File: src/sv/frc_pkg.sv
// ----------------------------------------------------------------------------
// frc_pkg
// Constants and helper functions for the relative float compare.
// ----------------------------------------------------------------------------
package frc_pkg;

  localparam logic [31:0] TolResetBits = 32'h358637BD;
  localparam logic [30:0] FltMinBits   = 31'h00800000;
  localparam logic [30:0] FltMaxBits   = 31'h7F7FFFFF;
  localparam logic [30:0] InfBits      = 31'h7F800000;

  // significand with hidden bit
  function automatic logic [23:0] sig24(input logic [30:0] w);
    return {(w[30:23] != 8'd0), w[22:0]};
  endfunction

  // exponent field with subnormals taken as one
  function automatic logic [7:0] exp_eff(input logic [30:0] w);
    return (w[30:23] == 8'd0) ? 8'd1 : w[30:23];
  endfunction

  // non-negative magnitude strictly below the tolerance
  function automatic logic lt_tol(input logic [30:0] mag, input logic [31:0] tol);
    return !tol[31] && (tol[30:0] <= InfBits) && (mag < tol[30:0]);
  endfunction

  // pack and round to nearest even, m holds hidden bit at 26 and g/r/s below
  function automatic logic [30:0] round_pack(input logic [8:0] e, input logic [26:0] m);
    logic [7:0]  field;
    logic        up;
    logic [30:0] base;
    field = m[26] ? e[7:0] : 8'd0;
    up    = m[2] & (m[3] | m[1] | m[0]);
    base  = {field, m[25:3]};
    if (e >= 9'd255) begin
      return InfBits;
    end
    return base + {30'd0, up};
  endfunction

  function automatic logic [4:0] lzc27(input logic [26:0] v);
    logic [4:0] cnt;
    cnt = 5'd27;
    for (int i = 0; i < 27; i++) begin
      if (v[i]) begin
        cnt = 5'(26 - i);
      end
    end
    return cnt;
  endfunction

endpackage

File: src/sv/frc_addsub.sv
// ----------------------------------------------------------------------------
// frc_addsub
// Three-stage magnitude sum and difference with round to nearest even.
// ----------------------------------------------------------------------------
module frc_addsub (
  input  logic        clk_i,
  input  logic        en_i,
  input  logic [30:0] mag_x_i,
  input  logic [30:0] mag_y_i,
  input  logic        sub_i,
  output logic [30:0] sum_o,
  output logic [30:0] diff_o
);

  // stage 1: alignment
  logic [7:0]  ex_d, ey_d, dist_d;
  logic [4:0]  sh_d;
  logic [26:0] ybase_d, yal_d, mask_d, y27_d;
  logic        lost_d;

  logic [7:0]  s1_e_q;
  logic [26:0] s1_x_q, s1_y_q;
  logic        s1_inf_q, s1_sub_q;

  always_comb begin
    ex_d    = frc_pkg::exp_eff(mag_x_i);
    ey_d    = frc_pkg::exp_eff(mag_y_i);
    dist_d  = ex_d - ey_d;
    sh_d    = (dist_d > 8'd27) ? 5'd27 : dist_d[4:0];
    ybase_d = {frc_pkg::sig24(mag_y_i), 3'b000};
    yal_d   = ybase_d >> sh_d;
    mask_d  = ~({27{1'b1}} << sh_d);
    lost_d  = |(ybase_d & mask_d);
    y27_d   = {yal_d[26:1], yal_d[0] | lost_d};
  end

  always_ff @(posedge clk_i) begin
    if (en_i) begin
      s1_e_q   <= ex_d;
      s1_x_q   <= {frc_pkg::sig24(mag_x_i), 3'b000};
      s1_y_q   <= y27_d;
      s1_inf_q <= (mag_x_i[30:23] == 8'hFF);
      s1_sub_q <= sub_i;
    end
  end

  // stage 2: add and subtract
  logic [7:0]  s2_e_q;
  logic [27:0] s2_add_q;
  logic [26:0] s2_sub_q;
  logic        s2_inf_q, s2_issub_q;

  always_ff @(posedge clk_i) begin
    if (en_i) begin
      s2_e_q     <= s1_e_q;
      s2_add_q   <= {1'b0, s1_x_q} + {1'b0, s1_y_q};
      s2_sub_q   <= s1_x_q - s1_y_q;
      s2_inf_q   <= s1_inf_q;
      s2_issub_q <= s1_sub_q;
    end
  end

  // stage 3: normalize and round
  logic [26:0] sm_d, dm_d;
  logic [8:0]  se_d, de_d;
  logic [7:0]  em1_d;
  logic [4:0]  lz_d, nsh_d;
  logic [30:0] sum_d, diff_d;
  logic [30:0] sum_q, diff_q;

  always_comb begin
    if (s2_add_q[27]) begin
      sm_d = {s2_add_q[27:2], s2_add_q[1] | s2_add_q[0]};
      se_d = {1'b0, s2_e_q} + 9'd1;
    end else begin
      sm_d = s2_add_q[26:0];
      se_d = {1'b0, s2_e_q};
    end
    em1_d = s2_e_q - 8'd1;
    lz_d  = frc_pkg::lzc27(s2_sub_q);
    nsh_d = ({3'd0, lz_d} < em1_d) ? lz_d : em1_d[4:0];
    dm_d  = s2_sub_q << nsh_d;
    de_d  = {1'b0, s2_e_q} - {4'd0, nsh_d};
    sum_d = frc_pkg::round_pack(se_d, sm_d);
    diff_d = s2_issub_q ? frc_pkg::round_pack(de_d, dm_d) : sum_d;
    if (s2_inf_q) begin
      sum_d  = frc_pkg::InfBits;
      diff_d = frc_pkg::InfBits;
    end
  end

  always_ff @(posedge clk_i) begin
    if (en_i) begin
      sum_q  <= sum_d;
      diff_q <= diff_d;
    end
  end

  assign sum_o  = sum_q;
  assign diff_o = diff_q;

endmodule

File: src/sv/float_relative_compare_top.sv
// ----------------------------------------------------------------------------
// float_relative_compare_top
// Single-precision match test under a relative or absolute tolerance.
// ----------------------------------------------------------------------------
// Takes one operand pair per cycle while the output is not stalled and
// returns one is_close flag per pair.
// The five register stages are: unpack and align, add/subtract, normalize
// and round of magnitude sum and difference, the tolerance midpoint times
// the clamped sum (one 25x24 multiply), and the exact final compare. The
// relative test is done without a divider by comparing the difference with
// the product of the sum and the rounding midpoint below the tolerance. A
// stall at the output holds the whole pipeline. The tolerance register
// resets to 1e-6 and is to be written only while no request is in flight.
module float_relative_compare_top (
  input  logic        clk_i,
  input  logic        rst_ni,
  input  logic        cfg_we_i,
  input  logic [31:0] cfg_wdata_i,
  input  logic        in_valid_i,
  output logic        in_stall_o,
  input  logic [31:0] operand_a_i,
  input  logic [31:0] operand_b_i,
  output logic        out_valid_o,
  input  logic        out_stall_i,
  output logic        is_close_o
);

  typedef struct packed {
    logic nan;
    logic eq;
    logic zero;
    logic mlt;
  } side_t;

  logic [31:0] tol_q;
  logic        adv;
  logic        v1_q, v2_q, v3_q, v4_q, v5_q;

  always_ff @(posedge clk_i or negedge rst_ni) begin
    if (!rst_ni) begin
      tol_q <= frc_pkg::TolResetBits;
    end else if (cfg_we_i) begin
      tol_q <= cfg_wdata_i;
    end
  end

  assign adv        = !(v5_q && out_stall_i);
  assign in_stall_o = !adv;

  always_ff @(posedge clk_i or negedge rst_ni) begin
    if (!rst_ni) begin
      v1_q <= 1'b0;
      v2_q <= 1'b0;
      v3_q <= 1'b0;
      v4_q <= 1'b0;
      v5_q <= 1'b0;
    end else if (adv) begin
      v1_q <= in_valid_i;
      v2_q <= v1_q;
      v3_q <= v2_q;
      v4_q <= v3_q;
      v5_q <= v4_q;
    end
  end

  // stage 1: classification and ordering
  logic [30:0] mag_a, mag_b, mag_x, mag_y;
  side_t       side_d, p1_q, p2_q, p3_q;

  always_comb begin
    mag_a       = operand_a_i[30:0];
    mag_b       = operand_b_i[30:0];
    side_d.nan  = (mag_a > frc_pkg::InfBits) || (mag_b > frc_pkg::InfBits);
    side_d.eq   = (operand_a_i == operand_b_i) || (mag_a == 31'd0 && mag_b == 31'd0);
    side_d.zero = (mag_a == 31'd0) || (mag_b == 31'd0);
    side_d.mlt  = frc_pkg::lt_tol(mag_a, tol_q) || frc_pkg::lt_tol(mag_b, tol_q);
    mag_x       = (mag_a >= mag_b) ? mag_a : mag_b;
    mag_y       = (mag_a >= mag_b) ? mag_b : mag_a;
  end

  always_ff @(posedge clk_i) begin
    if (adv) begin
      p1_q <= side_d;
      p2_q <= p1_q;
      p3_q <= p2_q;
    end
  end

  logic [30:0] sum, diff;

  frc_addsub u_addsub (
    .clk_i   (clk_i),
    .en_i    (adv),
    .mag_x_i (mag_x),
    .mag_y_i (mag_y),
    .sub_i   (operand_a_i[31] == operand_b_i[31]),
    .sum_o   (sum),
    .diff_o  (diff)
  );

  // stage 4: path selection and midpoint product
  logic        use_abs, tol_fin, tol_inf, diff_inf, known_d, rel_d;
  logic        pow2;
  logic [30:0] sumc;
  logic [24:0] mint;
  logic [10:0] mexp, k_d;
  logic        known_q, rel_q, todd_q;
  logic [48:0] prod_q;
  logic [23:0] dint_q;
  logic [10:0] k_q;

  always_comb begin
    use_abs  = p3_q.zero || (sum < frc_pkg::FltMinBits) || p3_q.mlt;
    tol_fin  = !tol_q[31] && (tol_q[30:0] != 31'd0) && (tol_q[30:0] < frc_pkg::InfBits);
    tol_inf  = (tol_q == {1'b0, frc_pkg::InfBits});
    diff_inf = (diff == frc_pkg::InfBits);
    known_d  = 1'b0;
    rel_d    = 1'b0;
    if (p3_q.nan) begin
      known_d = 1'b0;
    end else if (p3_q.eq) begin
      known_d = 1'b1;
    end else if (use_abs) begin
      known_d = frc_pkg::lt_tol(diff, tol_q);
    end else if (diff_inf) begin
      known_d = 1'b0;
    end else if (tol_inf) begin
      known_d = 1'b1;
    end else begin
      rel_d = tol_fin;
    end
    sumc = (sum >= frc_pkg::InfBits) ? frc_pkg::FltMaxBits : sum;
    pow2 = (tol_q[30:23] >= 8'd2) && (tol_q[22:0] == 23'd0);
    if (pow2) begin
      mint = 25'h1FFFFFF;
      mexp = {3'd0, tol_q[30:23]} - 11'd152;
    end else begin
      mint = {frc_pkg::sig24(tol_q[30:0]), 1'b0} - 25'd1;
      mexp = {3'd0, frc_pkg::exp_eff(tol_q[30:0])} - 11'd151;
    end
    k_d = {3'd0, frc_pkg::exp_eff(diff)} - {3'd0, frc_pkg::exp_eff(sumc)} - mexp;
  end

  always_ff @(posedge clk_i) begin
    if (adv) begin
      known_q <= known_d;
      rel_q   <= rel_d;
      todd_q  <= tol_q[0];
      prod_q  <= mint * frc_pkg::sig24(sumc);
      dint_q  <= frc_pkg::sig24(diff);
      k_q     <= k_d;
    end
  end

  // stage 5: exact compare against the midpoint product
  logic [71:0] lhs, rhs;
  logic        kneg, kbig, relres, is_close_q;

  always_comb begin
    lhs    = {48'd0, dint_q} << k_q[5:0];
    rhs    = {23'd0, prod_q};
    kneg   = k_q[10];
    kbig   = !kneg && (k_q > 11'd48);
    relres = kneg || (!kbig && ((lhs < rhs) || ((lhs == rhs) && todd_q)));
  end

  always_ff @(posedge clk_i) begin
    if (adv) begin
      is_close_q <= rel_q ? relres : known_q;
    end
  end

  assign out_valid_o = v5_q;
  assign is_close_o  = is_close_q;

endmodule

File: config.mk
export PLATFORM = sky130hd
export DESIGN_NAME = float_relative_compare_top
export DESIGN_NICKNAME = d
export VERILOG_FILES = /design/src/sv/frc_pkg.sv /design/src/sv/frc_addsub.sv /design/src/sv/float_relative_compare_top.sv
export SDC_FILE = /design/constraint.sdc
export NUM_CORES = 2
export LEC_CHECK = 0
export BUFFER_PORTS_ARGS = -buffer_cell sky130_fd_sc_hd__buf_2
export CORE_MARGIN = 10
export CORE_UTILIZATION = 44
export CTS_CLUSTER_SIZE = 16
export DETAILED_ROUTE_END_ITERATION = 7
export GPL_TIMING_DRIVEN = 1
export SYNTH_ARGS = -nofsm -noshare
export SYNTH_HDL_FRONTEND = slang
export SYNTH_SLANG_ARGS = --single-unit
export TNS_END_PERCENT = 10
File: constraint.sdc
create_clock -name clk_i -period 11.7 [get_ports clk_i]
set_clock_uncertainty 0.15 [all_clocks]
set_input_delay 0.585 -clock clk_i [delete_from_list [all_inputs] [get_ports clk_i]]
set_output_delay 0.585 -clock clk_i [all_outputs]
set_load 0.05 [all_outputs]
# == Word-level counts from Yosys, hierarchy flattened ==
# Index checks and enable logic that the tools add are counted.
# op_classes
add_sub_neg,13
mul,1
magnitude_cmp,17
n_eq_ne,6
shift,4
muxes,55
bitwise,10
reduce_logical,39
# ops
cell,count
31-bit 2-to-1 mux,8
31-bit less-than comparator,3
5-bit 2-to-1 mux,18
72-bit by 49-bit equality test with 1-bit output,1
72-bit by 49-bit less-than comparator with 1-bit output,1
24-bit by 6-bit << shifter with 72-bit output,1
31-bit by 1-bit adder with 31-bit output,2
"31-bit greater-than comparator, second input constant",2
31-bit zero test,2
8-bit 2-to-1 mux,7
25-bit by 24-bit multiplier with 49-bit output,1
8-bit zero test,5
8-bit nonzero test,5
"32-bit by 31-bit equality test with 1-bit output, second input constant",1
32-bit equality test,1
4-bit 2-to-1 mux,8
"31-bit equality test, second input constant",1
31-bit >= comparator,1
"31-bit >= comparator, second input constant",1
"31-bit less-or-equal comparator, second input constant",1
"31-bit by 24-bit less-than comparator with 1-bit output, second input constant",1
"31-bit less-than comparator, second input constant",1
31-bit nonzero test,1
27-bit by 27-bit adder with 28-bit output,1
other kinds (35),71
# totals
reg_bits,325
in_bits,101
output_inout_bits,3

# == Logic depth before layout (Yosys ltp) ==
# logic_depth
word_depth,36
depth_mapped,41
ltp_nobuf,37

# == Hierarchy ==
# A second synthesis with hierarchy kept.
# unflattened
cells_unflattened,5410
hier_area_um2,48141.2
# modules_own_cells
module,n_inst,cells_each,area_each_um2
float_relative_compare_top,1,3733,32537.5
frc_addsub,1,1677,15603.7

# == Least setup slack after synthesis ==
# OpenSTA, ideal clock, no wires.
# synth_path
path_kind,flip-flop to flip-flop
start,reg tol_q[1]
end,reg prod_q[47] (data pin)
setup_time_ns,0.258
arrival_ns,9.656
t_required_ns,11.292
setup_slack_ns,1.636
stages_incl_launch_ff,41
path_buffers,4
synth_period_minus_slack_ns,10.064
path_cell_list,dfrtp_1 inv_1 ha_1 and3_1 clkbuf_1 nand4_1 nor2_1 nand2_1 nor4_1 nand2b_1 clkbuf_1 clkbuf_1 nand2_1 clkbuf_1 nand2_1 fa_1 inv_1 fa_1 (+5 left out) inv_1 fa_1 inv_1 fa_1 ha_1 o21ai_0 a2111oi_0 o21ai_0 o211ai_1 a221oi_1 o21ai_0 o21a_1 a41oi_1 a31oi_1 nand4_1 a31oi_1 nor2_1 xnor2_1
# synth_between
elab_chain_cells,4
# synth_lines
element,line,text
from (decl),float_relative_compare_top.sv:35,logic [31:0] tol_q;
from (signal assigned),float_relative_compare_top.sv:41,tol_q <= frc_pkg::TolResetBits;
from (signal assigned),float_relative_compare_top.sv:43,tol_q <= cfg_wdata_i;
branches (longest 2 deep; another with 25-bit by 1-bit subtractor with 25-bit output),-,
25-bit 2-to-1 mux *,float_relative_compare_top.sv:134,if (pow2) begin
25-bit by 24-bit multiplier with 49-bit output *,float_relative_compare_top.sv:149,prod_q <= mint * frc_pkg::sig24(sumc);
to (signal assigned),float_relative_compare_top.sv:149,
to (decl),float_relative_compare_top.sv:108,logic [48:0] prod_q;
# Every way passes the cells marked *.
# A chain may end at the register's enable or synchronous reset.

# == Final worst setup path ==
# layout_path
start,reg tol_q[9]
end,reg prod_q[47] (data pin)
# Same word-level chain as after synthesis.

==> results.sh <==
export IMPL_fmax_ghz=0.0916
export IMPL_dr_pass1_iters=8
export IMPL_cap_viol_max_count=0
export IMPL_antenna_found_initial=7
export IMPL_period_needed_ns=10.91
export IMPL_wl_met3_um=17700
export IMPL_rows=119
export IMPL_pre_cts_ws_ns=0.644
export IMPL_synth_distinct_cells=112
export IMPL_async_flop_share_pct=11.4
export IMPL_die_area_mm2=0.121
export IMPL_ys_warn_count=0
export IMPL_grt_usage_pct=26.2
export IMPL_relSlewSlack_pct=6.64
export IMPL_final_setup_viol_count=0
export IMPL_nets=6365
export IMPL_die_w_um=347
export IMPL_cp_buffers_inverters=7
export IMPL_synth_cells=5346
export IMPL_cpPeakStageDelay_ns=0.54
export IMPL_min_period_over_period_pct=93.3
export IMPL_dp_hpwl_um=132000
export IMPL_route_met2_wl_um=66900
export IMPL_vias_per_cell=5.85
export IMPL_htreeDepth=2
export IMPL_yosysSeqAreaShare_pct=20.3
export IMPL_drc=0
export IMPL_worst_ep_required_time_ns=11.89
export IMPL_rsz0062_at_grt="no"
export IMPL_min_path_type="in2reg"
export IMPL_drv_slew=0
export IMPL_cp_max_fo=12
export IMPL_gp_congestion=1.02
export IMPL_portBuffers=103
export IMPL_antenna_left=0
export IMPL_top_layer="met5"
export IMPL_startpoint_type="register"
export IMPL_overflow=0
export IMPL_syn_nets=6391
export IMPL_arrival_ns=11.10
export IMPL_syn_area_mm2=0.0471
export IMPL_initialDrtViolationCount=4466
export IMPL_tightest_slew_ns=1.39
export IMPL_fin_setup_tns_ns=0
export IMPL_grt_pass1_wl_um=244000
export IMPL_worst_skew_pair_late_latency_ns=0.60
export IMPL_core_area_mm2=0.106
export IMPL_pin_count=104
export IMPL_clock_path_buffers=3
export IMPL_postCtsSetupRepairBufs=0
export IMPL_ctsRootBufferMaster="clkbuf_16"
export IMPL_status="finished clean"
export IMPL_final_setup_worst_slack_ns=0.787
export IMPL_synthToLayoutAreaGrowth_pct=6.84
export IMPL_crit_top_cell="fa_1"
export IMPL_end_kind="register"
export IMPL_numClockSinks=324
export IMPL_cts_tree="yes"
export IMPL_die_height_um=347
export IMPL_report_final_hold_viol_count=0
export IMPL_crit_family="adder cells"
export IMPL_synth_flop_cell="edfxtp_1"
export IMPL_grt_max_degree=179
export IMPL_wl_met1_um=71300
export IMPL_routed_wl_um=161000
export IMPL_slowest_stage="fa_1"
export IMPL_drive_gt1_share_pct=7.64
export IMPL_ys_seq_elements=324
export IMPL_synth_avg_cell_area_um2=8.81
export IMPL_path_class="reg2reg"
export IMPL_vias=39500
export IMPL_avgRoutedWirePerCell_um=23.9
export IMPL_synth_edff_count=287
export IMPL_cts_buffers=40
export IMPL_start_util_pct=44.5
export IMPL_grt_pass1_vias=38500
export IMPL_cts_clk_slew_worst_paths_ns=0.06
flip-flops by register name, summed over array words and instances (netlist names), 24 cells and up:
name / count
u_addsub.s1_x_q: 24
tol_q: 32
u_addsub.s1_y_q: 27
u_addsub.s2_sub_q: 27
u_addsub.diff_o: 31
u_addsub.s2_add_q: 27
u_addsub.sum_o: 31
prod_q: 49
dint_q: 24
kinds of logic after synthesis:
kind of cell / after synthesis / share of synthesized area, %
multiplexers: 190 / 4.53
XOR/XNOR: 206 / 3.83
AND/OR/NAND/NOR: 1757 / 17.2
buffers and inverters: 1022 / 8.37
adder cells (fa/ha/maj): 944 / 33.2
AO/OA/AOI/OAI: 903 / 12.6
flip-flops: 324 / 20.3
worst paths after layout:
kind                              startpoint                  end  slack [ns]  cells past startpoint
setup reg to reg                    tol_q[9]           prod_q[47]        0.79                     38
hold / removal                    in_valid_i                 v1_q        0.07                      2
hold reg to reg            u_addsub.s1_sub_q  u_addsub.s2_issub_q        0.27                      0
max in group asynchronous             rst_ni             tol_q[1]       10.21                      2
min in group asynchronous             rst_ni          out_valid_o        0.53                      2
setup / recovery                    tol_q[9]           prod_q[47]        0.79                     38
layout by cell type (no fill, tap or decap), drive strengths merged, types with 135 or more instances in the layout:
cell type / synthesis / layout
ha: 435 / 435
xnor2: 143 / 143
nor2: 484 / 484
mux2i: 135 / 135
nand2: 666 / 666
edfxtp: 287 / 287
inv: 759 / 762
o21ai: 205 / 205
a21oi: 213 / 213
fa: 509 / 509
buf: 45 / 192
through the flow:
| step | instances | hold WS, ns | cell area (um2) | utilization [%] |
|---|---|---|---|---|
| 6_report | 6746 | 0.0702 | 50300 | 47.6 |
| 5_1_grt | 6743 | 0.0748 | 50300 | 47.5 |
| 4_1_cts | 6743 | 0.0378 | 50300 | 47.5 |
| 3_5_place_dp | 6668 | 0.257 | 49000 | 46.3 |
| 3_3_place_gp | 6668 | 0.251 | 49000 | 46.3 |
| 2_1_floorplan | 5346 | 0.139 | 47100 | - |
synth_stat cells, drive strengths merged, types with 8 or more instances:
| master | n | share of area (%) |
|---|---|---|
| nand4 | 79 | 1.1 |
| o21ai | 205 | 2.2 |
| a21boi | 9 | 0.14 |
| a32oi | 11 | 0.22 |
| and2 | 25 | 0.33 |
| or4 | 12 | 0.21 |
| nand3b | 8 | 0.13 |
| nor2 | 484 | 3.9 |
| xnor2 | 143 | 2.7 |
| clkbuf | 216 | 1.7 |
| xor2 | 63 | 1.2 |
| o21a | 23 | 0.37 |
| mux2i | 135 | 2.9 |
| o2bb2ai | 21 | 0.39 |
| nand2 | 666 | 5.3 |
| a21oi | 213 | 2.3 |
| nand3 | 95 | 1.0 |
| ha | 435 | 12 |
| a31oi | 38 | 0.50 |
| nand2b | 60 | 0.80 |
| a21o | 100 | 1.6 |
| o211ai | 27 | 0.43 |
| o21bai | 17 | 0.27 |
| o31ai | 32 | 0.51 |
| a211o | 9 | 0.17 |
| inv | 759 | 6.0 |
| mux4 | 14 | 0.67 |
| edfxtp | 287 | 18 |
| dfstp | 18 | 1.0 |
| a221oi | 11 | 0.23 |
| mux2 | 41 | 0.98 |
| fa | 509 | 22 |
| o22ai | 27 | 0.36 |
| nor3b | 16 | 0.27 |
| or3 | 26 | 0.35 |
| nor3 | 88 | 0.98 |
| nor2b | 62 | 0.82 |
| a211oi | 62 | 1.1 |
| a22oi | 17 | 0.27 |
| buf | 45 | 0.58 |
| nor4 | 56 | 0.78 |
| and3 | 30 | 0.40 |
| dfrtp | 19 | 1.0 |
| or2 | 25 | 0.33 |
layout make-up:
class	instances	area, um2
fillers	10100	55500
clock inverters	21	145
well taps	1391	1740
flip-flops and latches	324	9570
clock buffers	53	1140
repair buffers	193	1210
inverters	761	2860
diodes	3	7.51
multi-input cells	4000	33700
routing by layer:
| metal | vias to the layer above | GRT usage [%] |
|---|---|---|
| met1 | 19300 | 37.9 |
| met2 | 1918 | 38.3 |
| met4 | 2 | 7.29 |
| li1 | 18000 | - |
| met3 | 268 | 6.91 |
| met5 | - | 0 |
what timing repair did:
| item | CTS | global route |
|---|---|---|
| endpoints found under the hold margin | 18 | 0 |
| hold buffers | 1 | 0 |
| resized for setup | 0 | 5 |
| setup endpoints to repair | 0 | 2 |
Power is not shown: default switching activity piles up to over one toggle a cycle in this logic, so the estimate is an artifact.
